[src/s98enc_pkg.sv]
// Package for the S98 command stream encoder: constants, operation codes,
// controller state type and the control/status structs of the wait unit.
// No dependencies.
`default_nettype none
package s98enc_pkg;

   localparam int MAX_SLOTS = 32;
   localparam int SLOT_W    = 5;
   localparam int ADDR_W    = 9;
   localparam int BYTE_W    = 8;
   localparam int PEND_W    = 32;
   localparam int DIGIT_W   = 8;                 // adder digit per cycle
   localparam int STEPS     = PEND_W / DIGIT_W;  // digits per serial add
   localparam int CNT_W     = $clog2(STEPS);
   localparam int VAR_W     = 7;                 // varint payload bits per byte
   localparam int CMP_W     = 7;                 // covers MAX_SLOTS range

   localparam logic [BYTE_W-1:0] WAIT_ONE_CODE  = 8'hFF;
   localparam logic [BYTE_W-1:0] WAIT_LONG_CODE = 8'hFE;
   localparam logic [BYTE_W-1:0] END_CODE       = 8'hFD;
   localparam logic [PEND_W-1:0] MINUS_TWO      = 32'hFFFF_FFFE;

   typedef enum logic [1:0] {
      OP_WRITE = 2'd0,
      OP_WAIT  = 2'd1,
      OP_FLUSH = 2'd2,
      OP_END   = 2'd3
   } s98enc_op_type;

   typedef enum logic [3:0] {
      ST_IDLE,
      ST_ADD,
      ST_SUB,
      ST_ONE,
      ST_FE,
      ST_VAR,
      ST_CMD,
      ST_ADR,
      ST_VAL,
      ST_FD
   } s98enc_state_type;

   typedef struct packed {
      logic              load;
      logic              saturate;
      logic [PEND_W-1:0] operand;
      logic              shift;
      logic              clear;
   } s98enc_wctl_type;

   typedef struct packed {
      logic             busy;
      logic             zero;
      logic             one;
      logic             more;
      logic [VAR_W-1:0] digit;
   } s98enc_wstat_type;

   // state that follows once the pending wait has been written out
   function automatic s98enc_state_type tail_state(input s98enc_op_type op);
      s98enc_state_type st;
      unique case (op)
         OP_WRITE: st = ST_CMD;
         OP_END:   st = ST_FD;
         default:  st = ST_IDLE;
      endcase
      return st;
   endfunction

endpackage
`default_nettype wire

[src/s98enc_wait.sv]
// Pending wait register with a byte-serial adder (saturating add of ticks,
// or subtract of two) and a 7-bit digit shifter for varint output.
// Depends on s98enc_pkg.
`default_nettype none
module s98enc_wait (
   input  wire logic                     clock,
   input  wire logic                     reset,
   input  wire s98enc_pkg::s98enc_wctl_type  ctl,
   output      s98enc_pkg::s98enc_wstat_type stat
);

   logic [s98enc_pkg::PEND_W-1:0]  pend_ff, pend_in;
   logic [s98enc_pkg::PEND_W-1:0]  opnd_ff, opnd_in;
   logic                           carry_ff, carry_in;
   logic [s98enc_pkg::CNT_W-1:0]   cnt_ff, cnt_in;
   logic                           busy_ff, busy_in;
   logic                           sat_ff, sat_in;
   logic [s98enc_pkg::DIGIT_W:0]   sum;

   always_comb begin
      sum = {1'b0, pend_ff[s98enc_pkg::DIGIT_W-1:0]}
          + {1'b0, opnd_ff[s98enc_pkg::DIGIT_W-1:0]}
          + {{s98enc_pkg::DIGIT_W{1'b0}}, carry_ff};
      pend_in  = pend_ff;
      opnd_in  = opnd_ff;
      carry_in = carry_ff;
      cnt_in   = cnt_ff;
      busy_in  = busy_ff;
      sat_in   = sat_ff;
      priority if (ctl.load) begin
         opnd_in  = ctl.operand;
         sat_in   = ctl.saturate;
         carry_in = 1'b0;
         cnt_in   = '0;
         busy_in  = 1'b1;
      end else if (busy_ff) begin
         // rotate: new sum digit enters at the top
         pend_in  = {sum[s98enc_pkg::DIGIT_W-1:0],
                     pend_ff[s98enc_pkg::PEND_W-1:s98enc_pkg::DIGIT_W]};
         opnd_in  = opnd_ff >> s98enc_pkg::DIGIT_W;
         carry_in = sum[s98enc_pkg::DIGIT_W];
         cnt_in   = cnt_ff + 1'b1;
         if (cnt_ff == s98enc_pkg::CNT_W'(s98enc_pkg::STEPS - 1)) begin
            busy_in = 1'b0;
            if (sat_ff && sum[s98enc_pkg::DIGIT_W]) begin
               pend_in = '1;
            end
         end
      end else if (ctl.shift) begin
         pend_in = pend_ff >> s98enc_pkg::VAR_W;
      end else if (ctl.clear) begin
         pend_in = '0;
      end
   end

   always_ff @(posedge clock) begin
      if (reset) begin
         pend_ff <= '0;
         busy_ff <= 1'b0;
      end else begin
         pend_ff <= pend_in;
         busy_ff <= busy_in;
      end
      opnd_ff  <= opnd_in;
      carry_ff <= carry_in;
      cnt_ff   <= cnt_in;
      sat_ff   <= sat_in;
   end

   assign stat.busy  = busy_ff;
   assign stat.zero  = (pend_ff == '0);
   assign stat.one   = (pend_ff == s98enc_pkg::PEND_W'(1));
   assign stat.more  = |pend_ff[s98enc_pkg::PEND_W-1:s98enc_pkg::VAR_W];
   assign stat.digit = pend_ff[s98enc_pkg::VAR_W-1:0];

endmodule
`default_nettype wire

[src/s98enc_obuf.sv]
// Output register for the response channel: holds one byte transfer and
// lets the controller push the next one in the cycle the current one leaves.
// Depends on s98enc_pkg.
`default_nettype none
module s98enc_obuf (
   input  wire logic                          clock,
   input  wire logic                          reset,
   input  wire logic                          push,
   input  wire logic [s98enc_pkg::BYTE_W-1:0] push_byte,
   input  wire logic                          push_last,
   output      logic                          free,
   output      logic                          rsp_valid,
   input  wire logic                          rsp_ready,
   output      logic [s98enc_pkg::BYTE_W-1:0] rsp_out_byte,
   output      logic                          rsp_last
);

   logic                          valid_ff, valid_in;
   logic [s98enc_pkg::BYTE_W-1:0] byte_ff, byte_in;
   logic                          last_ff, last_in;

   always_comb begin
      free     = !valid_ff || rsp_ready;
      valid_in = valid_ff;
      byte_in  = byte_ff;
      last_in  = last_ff;
      priority if (push) begin
         valid_in = 1'b1;
         byte_in  = push_byte;
         last_in  = push_last;
      end else if (rsp_ready) begin
         valid_in = 1'b0;
      end
   end

   always_ff @(posedge clock) begin
      if (reset) begin
         valid_ff <= 1'b0;
      end else begin
         valid_ff <= valid_in;
      end
      byte_ff <= byte_in;
      last_ff <= last_in;
   end

   assign rsp_valid    = valid_ff;
   assign rsp_out_byte = byte_ff;
   assign rsp_last     = last_ff;

endmodule
`default_nettype wire

[src/s98_register_log_encoder_unit.sv]
// Top level of the S98 command stream encoder: request capture, sequencer,
// wait unit and response register.
// Depends on s98enc_pkg, s98enc_wait, s98enc_obuf.
// Wait item: accept, byte-serial add in ST_ADD, then back to ST_IDLE.
// Flush of a wait > 1: serial subtract in ST_SUB, then 0xFE, then one byte per cycle
// unless the output stalls (1 to 5 varint bytes); write adds 3 bytes, end 1.
// One item at a time; with no wait pending, the first byte goes from its sequencer
// state into the response register. Reset clears pending wait, busy, state, valid.
`default_nettype none
module s98_register_log_encoder_unit (
   input  wire logic                          clock,
   input  wire logic                          reset,
   input  wire logic                          req_valid,
   output      logic                          req_ready,
   input  wire logic [1:0]                    req_operation,
   input  wire logic [s98enc_pkg::SLOT_W-1:0] req_device_slot,
   input  wire logic [s98enc_pkg::ADDR_W-1:0] req_reg_addr,
   input  wire logic [s98enc_pkg::BYTE_W-1:0] req_reg_value,
   input  wire logic [s98enc_pkg::PEND_W-1:0] req_ticks,
   output      logic                          rsp_valid,
   input  wire logic                          rsp_ready,
   output      logic [s98enc_pkg::BYTE_W-1:0] rsp_out_byte,
   output      logic                          rsp_last
);

   s98enc_pkg::s98enc_state_type  state_ff, state_in;
   s98enc_pkg::s98enc_op_type     op_ff, op_in, req_op;
   logic [s98enc_pkg::SLOT_W-1:0] slot_ff, slot_in;
   logic [s98enc_pkg::ADDR_W-1:0] addr_ff, addr_in;
   logic [s98enc_pkg::BYTE_W-1:0] value_ff, value_in;

   s98enc_pkg::s98enc_wctl_type   wctl;
   s98enc_pkg::s98enc_wstat_type  wstat;

   logic                          push, push_last, out_free, accept, slot_ok;
   logic [s98enc_pkg::BYTE_W-1:0] push_byte;

   assign req_op  = s98enc_pkg::s98enc_op_type'(req_operation);
   assign accept  = req_valid && req_ready;
   assign slot_ok = s98enc_pkg::CMP_W'(req_device_slot)
                    < s98enc_pkg::CMP_W'(s98enc_pkg::MAX_SLOTS);

   always_comb begin
      state_in  = state_ff;
      op_in     = op_ff;
      slot_in   = slot_ff;
      addr_in   = addr_ff;
      value_in  = value_ff;
      req_ready = 1'b0;
      push      = 1'b0;
      push_last = 1'b0;
      push_byte = '0;
      wctl      = '0;
      unique case (state_ff)
         s98enc_pkg::ST_IDLE: begin
            req_ready = !wstat.busy;
            if (accept) begin
               op_in    = req_op;
               slot_in  = req_device_slot;
               addr_in  = req_reg_addr;
               value_in = req_reg_value;
               priority if (req_op == s98enc_pkg::OP_WAIT) begin
                  wctl.load     = 1'b1;
                  wctl.saturate = 1'b1;
                  wctl.operand  = req_ticks;
                  state_in      = s98enc_pkg::ST_ADD;
               end else if (req_op == s98enc_pkg::OP_WRITE && !slot_ok) begin
                  state_in = s98enc_pkg::ST_IDLE;
               end else if (wstat.one) begin
                  state_in = s98enc_pkg::ST_ONE;
               end else if (!wstat.zero) begin
                  wctl.load    = 1'b1;
                  wctl.operand = s98enc_pkg::MINUS_TWO;
                  state_in     = s98enc_pkg::ST_SUB;
               end else begin
                  state_in = s98enc_pkg::tail_state(req_op);
               end
            end
         end
         s98enc_pkg::ST_ADD: begin
            if (!wstat.busy) state_in = s98enc_pkg::ST_IDLE;
         end
         s98enc_pkg::ST_SUB: begin
            if (!wstat.busy) state_in = s98enc_pkg::ST_FE;
         end
         s98enc_pkg::ST_ONE: begin
            if (out_free) begin
               push       = 1'b1;
               push_byte  = s98enc_pkg::WAIT_ONE_CODE;
               push_last  = (op_ff == s98enc_pkg::OP_FLUSH);
               wctl.clear = 1'b1;
               state_in   = s98enc_pkg::tail_state(op_ff);
            end
         end
         s98enc_pkg::ST_FE: begin
            if (out_free) begin
               push      = 1'b1;
               push_byte = s98enc_pkg::WAIT_LONG_CODE;
               state_in  = s98enc_pkg::ST_VAR;
            end
         end
         s98enc_pkg::ST_VAR: begin
            if (out_free) begin
               push       = 1'b1;
               push_byte  = {wstat.more, wstat.digit};
               push_last  = !wstat.more && (op_ff == s98enc_pkg::OP_FLUSH);
               wctl.shift = 1'b1;
               if (!wstat.more) state_in = s98enc_pkg::tail_state(op_ff);
            end
         end
         s98enc_pkg::ST_CMD: begin
            if (out_free) begin
               push      = 1'b1;
               push_byte = s98enc_pkg::BYTE_W'({slot_ff, addr_ff[s98enc_pkg::ADDR_W-1]});
               state_in  = s98enc_pkg::ST_ADR;
            end
         end
         s98enc_pkg::ST_ADR: begin
            if (out_free) begin
               push      = 1'b1;
               push_byte = addr_ff[s98enc_pkg::BYTE_W-1:0];
               state_in  = s98enc_pkg::ST_VAL;
            end
         end
         s98enc_pkg::ST_VAL: begin
            if (out_free) begin
               push      = 1'b1;
               push_byte = value_ff;
               push_last = 1'b1;
               state_in  = s98enc_pkg::ST_IDLE;
            end
         end
         s98enc_pkg::ST_FD: begin
            if (out_free) begin
               push      = 1'b1;
               push_byte = s98enc_pkg::END_CODE;
               push_last = 1'b1;
               state_in  = s98enc_pkg::ST_IDLE;
            end
         end
         default: state_in = s98enc_pkg::ST_IDLE;
      endcase
   end

   always_ff @(posedge clock) begin
      if (reset) begin
         state_ff <= s98enc_pkg::ST_IDLE;
      end else begin
         state_ff <= state_in;
      end
      op_ff    <= op_in;
      slot_ff  <= slot_in;
      addr_ff  <= addr_in;
      value_ff <= value_in;
   end

   s98enc_wait u_wait (
      .clock (clock),
      .reset (reset),
      .ctl   (wctl),
      .stat  (wstat)
   );

   s98enc_obuf u_obuf (
      .clock        (clock),
      .reset        (reset),
      .push         (push),
      .push_byte    (push_byte),
      .push_last    (push_last),
      .free         (out_free),
      .rsp_valid    (rsp_valid),
      .rsp_ready    (rsp_ready),
      .rsp_out_byte (rsp_out_byte),
      .rsp_last     (rsp_last)
   );

   // the serial adder runs only while the sequencer waits on it
   a_busy_state: assert property (@(posedge clock) disable iff (reset)
      wstat.busy |-> (state_ff == s98enc_pkg::ST_ADD || state_ff == s98enc_pkg::ST_SUB))
      else $error("wait unit busy outside add/sub");

   // a wait item never produces a byte
   a_add_silent: assert property (@(posedge clock) disable iff (reset)
      (state_ff == s98enc_pkg::ST_ADD) |-> !push)
      else $error("byte pushed during wait accumulation");

   // 0xFE only follows a finished subtract
   a_fe_order: assert property (@(posedge clock) disable iff (reset)
      (state_ff == s98enc_pkg::ST_FE) |->
         ($past(state_ff) == s98enc_pkg::ST_SUB || $past(state_ff) == s98enc_pkg::ST_FE))
      else $error("long wait code without subtract");

   // no new item while the wait unit is still working
   a_ready_idle: assert property (@(posedge clock) disable iff (reset)
      req_ready |-> (state_ff == s98enc_pkg::ST_IDLE && !wstat.busy))
      else $error("request ready while busy");

endmodule
`default_nettype wire

[config.mk]
export PLATFORM = sky130hd
export DESIGN_NAME = s98_register_log_encoder_unit
export DESIGN_NICKNAME = d
export VERILOG_FILES = /design/src/s98enc_pkg.sv /design/src/s98enc_wait.sv /design/src/s98enc_obuf.sv /design/src/s98_register_log_encoder_unit.sv
export SDC_FILE = /design/constraint.sdc
export NUM_CORES = 1
export LEC_CHECK = 0
export ABC_AREA = 1
export BUFFER_PORTS_ARGS = -buffer_cell sky130_fd_sc_hd__buf_4
export CORE_ASPECT_RATIO = 2
export CORE_MARGIN = 3
export CORE_UTILIZATION = 44
export DETAILED_ROUTE_END_ITERATION = 6
export GPL_ROUTABILITY_DRIVEN = 0
export PLACE_DENSITY = 0.71
export SLEW_MARGIN = 40
export SYNTH_ARGS = -nofsm -noshare
export SYNTH_HDL_FRONTEND = slang
export SYNTH_SLANG_ARGS = --single-unit
[constraint.sdc]
create_clock -name clock -period 8.18 [get_ports clock]
set_clock_uncertainty 0.2 [all_clocks]
set_input_delay 0.818 -clock clock [delete_from_list [all_inputs] [get_ports clock]]
set_output_delay 0.818 -clock clock [all_outputs]
set_load 0.02 [all_outputs]
==> impl_summary.log, run 1 <==
[metrics] Critical Path RT: 7980 ps
[metrics] Routed Wire Length: 11940 um
[metrics] path type of the worst min-delay path: reg -> reg
[metrics] die width: 83.32 um
[metrics] leading cell type in the layout, fill and taps excluded: nand2_1
[metrics] top cells by area in the synthesized netlist: edfxtp_1 (38%), dfxtp_1 (16%), nand2_1 (12%)
[metrics] global-route wire length before repair: 19470 um
[metrics] mapped cell area: 5261 um^2
[metrics] maximum net fanout on the critical path: 35
[metrics] FMAX: 0.3105 GHz
[metrics] area grow syn2layout: 17.57%
[metrics] cells on worst reg2reg path: 8
[metrics] Post-Layout Inst Area: 6186 um^2
[metrics] largest net degree at the start of global routing: 40
[metrics] number of hold buffers added after CTS: 0
[metrics] vias: 4244
[metrics] CTS tree: done
[metrics] ratio of cells with drive above 1 in the final layout: 16.79%
[metrics] post-detailed-route DRC marker count: 0
[metrics] area of combinational cells with multiple inputs: 2092 um^2
[metrics] Final setup violation count: 0
[metrics] Hold Vio Cnt, Final: 0
[metrics] I/O pin total: 71
[metrics] P_leak: 2.521 nW
[metrics] clock tree root driver cell: clkbuf_16
[metrics] final routed wire length divided by cell count: 14.76 um
[metrics] final clock period utilization by the worst path: 39.37%
[metrics] gate count of the mapped netlist: 600
[metrics] count of port buffers added during placement: 70
[metrics] Hold Path Cell Cnt: 1
[metrics] status: finished clean
[metrics] post-synth cell types: 37
[metrics] sequential cell area: 2803 um^2
[metrics] Max IR drop VDD: 275.4 uV
[metrics] proportion of netlist area held by the largest area contributor: 37.67%
[metrics] Slowest cell on crit path: nor2_1
[metrics] CTS sink cnt: 107
[metrics] count of standard-cell rows: 55
[metrics] via density per instance: 5.246
[metrics] synthesis-stage register bit count: 107
[metrics] crit-path leading delay family: simple AND/OR/NAND/NOR gates
[metrics] DRT iter0 DRCs: 286
[metrics] number of detailed-routing iterations run before antenna repair: 7
[metrics] final-layout worst hold slack: 276.9 ps
[metrics] Mean Syn Cell Area: 8.769 um^2
[metrics] final antenna diode count: 0
[metrics] cell repeated most along the worst path: buf_4
[metrics] antenna viol nets, final: 0
[metrics] height of the die: 160.6 um
[metrics] Core ar.: 11490 um^2
[metrics] Yosys warnings: 0
[metrics] portion of the post-synthesis area used by sequential elements: 53.27%
[metrics] top cell type by total area after synthesis: edfxtp_1
[metrics] via count of the first global-routing pass: 4187
[metrics] power density normalized to cell area: 382.5 nW/um^2
[metrics] number of antenna violations at the first check in global routing: 0
[metrics] all-layer global routing usage: 18.10%
[metrics] insertion delay to the later sink of the worst-skew pair: 350 ps
[metrics] total power of the final layout: 2.366 mW
[metrics] unrepaired setup endpoints after global routing: no
[metrics] Layout Nets: 732
[metrics] Critical Setup Path Class: in -> reg
[metrics] count of maximum capacitance violations: 0
[metrics] slew margin rel.: 48.32%
[metrics] critical path cell sequence: buf_4 > nor2_1 > nand2_2 > nand2_4 > inv_2 > nand2_1 > buf_4
[metrics] area of the die: 13380 um^2
[metrics] minimum clock period: 3220 ps
[metrics] initial core utilization: 45.78%
[metrics] Crit path depth: 7
[metrics] depth of the CTS H-tree: 3
[metrics] # Post-CTS Setup Buffers: 0
[metrics] Overflow after GRT: 0
[metrics] total nets after synthesis: 670
[metrics] clock-pin slew reported for the worst setup and hold paths after clock tree synthesis: 70 ps
[metrics] number of buffers between clock root and the deepest sink: 2
[metrics] actual slew at the worst max-slew pin: 774.3 ps
[metrics] summed negative setup slack over all endpoints: 0 ps
[metrics] number of resized instances in the post-cts repair step: 0
[metrics] number of fill cells: 1059
[metrics] most frequent cells in the layout: nand2_1 (161), buf_4 (73), edfxtp_1 (66)
[metrics] buffers plus inverters on the worst setup path: 3
[metrics] critical path capture point type: register
[metrics] peak per-stage delay on the critical path: 580 ps
[metrics] clock buffers created by TritonCTS: 9
[metrics] Max Slew Vio Count: 0
[metrics] worst path arrival time: 3020 ps
[metrics] Cell Area, Placed: 5894 um^2
[metrics] Worst Setup Start Kind: input port
[metrics] half-perimeter wire length of the detailed placement result: 8757 um
[area by class of cell]
| class | count | area share [%] |
|---|---|---|
| well taps | 142 | 2.872 |
| flip-flops and latches | 107 | 45.31 |
| clock inverters | 6 | 1.011 |
| inverters | 64 | 3.883 |
| repair buffers | 76 | 9.405 |
| clock buffers | 10 | 3.701 |
| multi-input cells | 404 | 33.82 |
[layer usage]
metal / vias up / wire length (um) / track usage [%]
met4: 0 / 423 / 9.375
met1: 1982 / 4366 / 18.00
met2: 85 / 6799 / 35.45
li1: 2146 / - / -
met3: 31 / 354 / 2.361
met5: - / 0 / 0
[state kept, by name, indices dropped and copies added, names as in the netlist]
name and flops:
state_ff 4, slot_ff 5, value_ff 8, u_wait.carry_ff 1
u_wait.opnd_ff 32, u_wait.cnt_ff 2, u_wait.pend_ff 32, u_wait.busy_ff 1
u_obuf.rsp_out_byte 8, op_ff 2, u_obuf.rsp_valid 1, u_obuf.rsp_last 1
addr_ff 9, u_wait.sat_ff 1
[path summary, 6_finish.rpt]
| path | slack (ps) | from | end |
|---|---|---|---|
| max | 4960 | req_operation[1] | u_wait.opnd_ff[19] |
| min | 280 | u_wait.cnt_ff[0] | u_wait.cnt_ff[0] |
| max reg2reg | 5150 | state_ff[2] | u_wait.opnd_ff[19] |
| min reg2reg | 280 | u_wait.cnt_ff[0] | u_wait.cnt_ff[0] |
[logic make-up after synthesis]
family	Yosys count	share of synthesized area, %
simple gates	260	21.31
xor+xnor	5	0.8325
compound gates	129	14.91
flops	107	53.27
fa+ha+maj	10	2.664
buf+inv	89	7.015
[metrics by stage]
step	setup WS, ps	cells	utilization [%]
finish	4960	809	53.83
global route	4687	809	53.83
CTS	4931	809	53.83
detailed placement	4545	793	51.29
global placement	4176	789	50.91
floorplan	4826	600	-
[synthesized netlist by cell type]
cell type  number
a22o_1          6
nor2_8          1
a21boi_0        1
o21a_1          1
nor2_2          5
o211ai_1        4
clkbuf_1       12
xnor2_1         3
o22a_1         23
nor3_1          3
a21oi_1        53
o21bai_1        1
nor3_4          1
ha_1            8
a21o_1          2
nor3b_4         1
buf_2           7
inv_1          59
fa_1            2
nand2_1       162
o21ai_0        11
o21ai_1        23
buf_1           1
nand2_2         3
nand3_1        40
buf_6           2
inv_2           5
dfxtp_1        41
nor2_4          2
edfxtp_1       66
a31oi_1         3
nand4_1         2
buf_4           3
nor2_1         39
a21oi_2         1
nand2_4         1
xor2_1          2
[power breakdown]
group          internal (mW)  leakage (nW)  switching (mW)  total (mW)
sequential             0.857         0.965           0.115       0.971
combinational          0.368          1.41           0.599       0.967
clock                  0.217         0.145           0.210       0.427
(Power assumes the default switching activity.)
==> inputs of run 2 (changes only) <==
Settings changed: ABC_AREA 1 to 0.
Clock period 8.18 ns to 3 ns, I/O delays scaled along.
==> run 2 against run 1 <==
Net effect:
- worst hold slack got worse by 250 ps
- total power rose to 2.6 times the previous value
- sequential power grew to 2.8 times the previous value
- die area decreased by 6.4%
- global-route usage increased by 1.6 points
- cell count down 17%
- largest power group unchanged
- sequential share of layout area rose by 0.94 points
- combinational power grew 140%
- setup slack got worse by 4700 ps
- via count fell by 7.9%
- synthesized area shrank 6.8%
==> impl_summary.log, run 2 <==
[metrics] Routed Wire Length: 11770 um (-1.5%)
[metrics] global-route wire length before repair: 19040 um (-2.2%)
[metrics] Core ar.: 10680 um^2 (-7.1%)
[metrics] via density per instance: 5.845 (+11%)
[metrics] Critical Path RT: 3050 ps (-4930 ps)
[metrics] final clock period utilization by the worst path: 92.02%
[metrics] depth of the CTS H-tree: 3 (unchanged)
[metrics] Worst Setup Start Kind: register
[metrics] portion of the post-synthesis area used by sequential elements: 57.16% (+3.9 points)
[metrics] CTS sink cnt: 107 (unchanged)
[metrics] area of the die: 12520 um^2 (-6.4%)
[metrics] final antenna diode count: 0 (unchanged)
[metrics] I/O pin total: 71 (unchanged)
[metrics] clock buffers created by TritonCTS: 9 (unchanged)
[metrics] leading registers by flop count: u_wait.opnd_ff: 32 flops, u_wait.pend_ff: 32 flops, addr_ff: 9 flops
[metrics] most frequent cells after synthesis: edfxtp_1 (66), nor2_1 (47), dfxtp_1 (41)
[metrics] Hold Vio Cnt, Final: 0 (unchanged)
[metrics] CTS tree: done
[metrics] placed cell count: 628 (-21%)
[metrics] number of buffers between clock root and the deepest sink: 2 (unchanged)
[metrics] Layout Nets: 597 (-18%)
[metrics] vias: 3910 (-7.9%)
[metrics] minimum clock period: 2761 ps
[metrics] # Post-CTS Setup Buffers: 0 (unchanged)
[metrics] mapped cell area: 4903 um^2 (-6.8%)
[metrics] initial core utilization: 45.93% (+0.15 points)
[metrics] critical path capture point type: register
[metrics] FMAX: 0.3622 GHz
[metrics] Final setup violation count: 0 (unchanged)
[metrics] Mean Syn Cell Area: 11.14 um^2 (+27%)
[metrics] ratio of cells with drive above 1 in the final layout: 19.55% (+2.8 points)
[metrics] clock-pin slew reported for the worst setup and hold paths after clock tree synthesis: 80 ps (about the same)
[metrics] summed negative setup slack over all endpoints: 0 ps (unchanged)
[metrics] number of antenna violations at the first check in global routing: 0 (unchanged)
[metrics] number of detailed-routing iterations run before antenna repair: 5 (-2)
[metrics] Max IR drop VDD: 891.1 uV (+220%)
[metrics] clock tree root driver cell: clkbuf_16
[metrics] async set-or-reset flop fraction in the synthesized netlist: 0% (unchanged)
[metrics] half-perimeter wire length of the detailed placement result: 8189 um (-6.5%)
[metrics] all-layer global routing usage: 19.71% (+1.6 points)
[metrics] antenna viol nets, final: 0 (unchanged)
[metrics] actual slew at the worst max-slew pin: 708.3 ps (-66.00 ps)
[metrics] Max Slew Vio Count: 0 (unchanged)
[metrics] count of standard-cell rows: 53 (-3.6%)
[metrics] most numerous cell in the Yosys netlist: edfxtp_1
[metrics] die width: 80.65 um (-3.2%)
[metrics] maximum net fanout on the critical path: 24 (-31%)
[metrics] insertion delay to the later sink of the worst-skew pair: 350 ps (about the same)
[metrics] DRT iter0 DRCs: 337 (+18%)
[metrics] post-synth cell types: 52 (+41%)
[metrics] top cell type by total area after synthesis: edfxtp_1
[metrics] area grow syn2layout: 23.58%
[metrics] count of flip-flops with a built-in enable after synthesis: 66 (unchanged)
[metrics] Critical Setup Path Class: reg -> reg
[metrics] worst path arrival time: 2810 ps (-210 ps)
[metrics] final routed wire length divided by cell count: 17.59 um (+19%)
[metrics] total nets after synthesis: 510 (-24%)
[metrics] height of the die: 155.3 um (-3.3%)
[metrics] path type of the worst min-delay path: in -> reg
[metrics] number of fill cells: 880 (-17%)
[metrics] Yosys warnings: 0 (unchanged)
[metrics] post-detailed-route DRC marker count: 0 (unchanged)
[metrics] count of maximum capacitance violations: 0 (unchanged)
[metrics] leading cell type in the layout, fill and taps excluded: buf_4
[metrics] Synth Flop Type: edfxtp_1
[metrics] most frequent cells in the layout: buf_4 (80), edfxtp_1 (66), nor2_1 (47)
[metrics] P_leak: 2.229 nW (-12%)
[metrics] slew margin rel.: 52.41% (+4.1 points)
[metrics] Layout Cells excl Fill: 669 (-17%)
[metrics] power density normalized to cell area: 1022 nW/um^2 (+170%)
[metrics] gate count of the mapped netlist: 440 (-27%)
[metrics] status: finished clean
[metrics] largest net degree at the start of global routing: 44 (+10%)
[metrics] via count of the first global-routing pass: 3934 (-6.0%)
[metrics] proportion of netlist area held by the largest area contributor: 40.42% (+2.7 points)
[metrics] top cells by area in the synthesized netlist: edfxtp_1 (40%), dfxtp_1 (17%), a221oi_1 (4.6%)
[metrics] count of port buffers added during placement: 70 (unchanged)
[metrics] unrepaired setup endpoints after global routing: no
[metrics] synthesis-stage register bit count: 107 (unchanged)
[metrics] Overflow after GRT: 0 (unchanged)
run 2: cell count changes in the layout (fill, tap and decap cells not counted), sizes merged, moves of 6 or more:
cell         change
o21a             +9
a211oi           +6
nor3            +26
nand2          -143
a22o             -6
dlygate4sd3     +24
a222oi           +6
o21ai           -12
nor4             +8
a21oi           -31
a221oi          +26
nand3           -38
inv             -49
run 2: critical path: stages, from the launching register on:
cell and delay (ps):
dfxtp_1 390, inv_1 90, fa_1 410, fa_1 430, nand2b_1 180, a21oi_1 180, nor4_1 110, o21ai_1 140
buf_4 280, nor2_1 70, nor3_1 180
run 2: layer usage:
layer | wire length (um) | vias to the layer above | GRT usage [%]
met5 | 0 | - | 0
met1 | 4272 | 1932 | 21.95
li1 | - | 1859 | -
met3 | 392 | 24 | 2.955
met4 | 394 | 0 | 9.508
met2 | 6710 | 95 | 35.60
run 2: cells by family after synthesis:
logic type                 count (synthesis)  share of synthesized area (%)
muxes                                      1                         0.2041
and+or+nand+nor                          132                          13.32
DFF                                      107                          57.16
adders and majority gates                 11                          3.062
xor gates and xnor gates                   8                          1.429
buffers and inverters                     44                          4.210
AOI/OAI and AO/OA                        137                          20.62
run 2: report_power, final:
group | internal [mW] | switching, mW
clock network | 0.582 | 0.559
logic | 1.02 | 1.32
registers | 2.32 | 0.394
run 2: what timing repair did:
item,4_1_cts,5_1_grt
hold buffers,24,0
endpoints found under the hold margin,24,0
endpoints found under the setup margin,0,0
gates resized for setup,0,0
run 2: worst paths after layout:
kind,from,endpoint,slack (ps),cells after the start
worst min register to register,u_wait.cnt_ff[1],u_wait.cnt_ff[1],290,2
worst min-delay path,req_ticks[30],u_wait.opnd_ff[30],30,2
worst max register to register,u_wait.pend_ff[0],u_wait.pend_ff[16],240,10
worst max-delay path,u_wait.pend_ff[0],u_wait.pend_ff[16],240,10
run 2: cell type report:
class | count | area [um^2] | area share [%]
Inverter | 15 | 56.30 | 0.9292
Clock buffer | 10 | 229.0 | 3.779
Multi-Input combinational cell | 289 | 1894 | 31.26
Clock inverter | 6 | 53.80 | 0.8879
Timing Repair Buffer | 105 | 852.1 | 14.06
Tap cell | 137 | 171.4 | 2.829
Sequential cell | 107 | 2803 | 46.25
run 2: stage by stage:
stage	total power, mW	util (%)	worst slack (ps)	hold WS [ps]	area [um^2]
floorplan	4.375	-	354.3	198.9	4903
global placement	4.933	51.75	403.7	252.7	5525
detailed placement	5.036	51.75	287.1	272.8	5525
CTS	6.205	56.65	249.5	11.27	6048
global route	6.591	56.76	68.61	19.39	6060
finish	6.192	56.76	239.3	29.06	6060
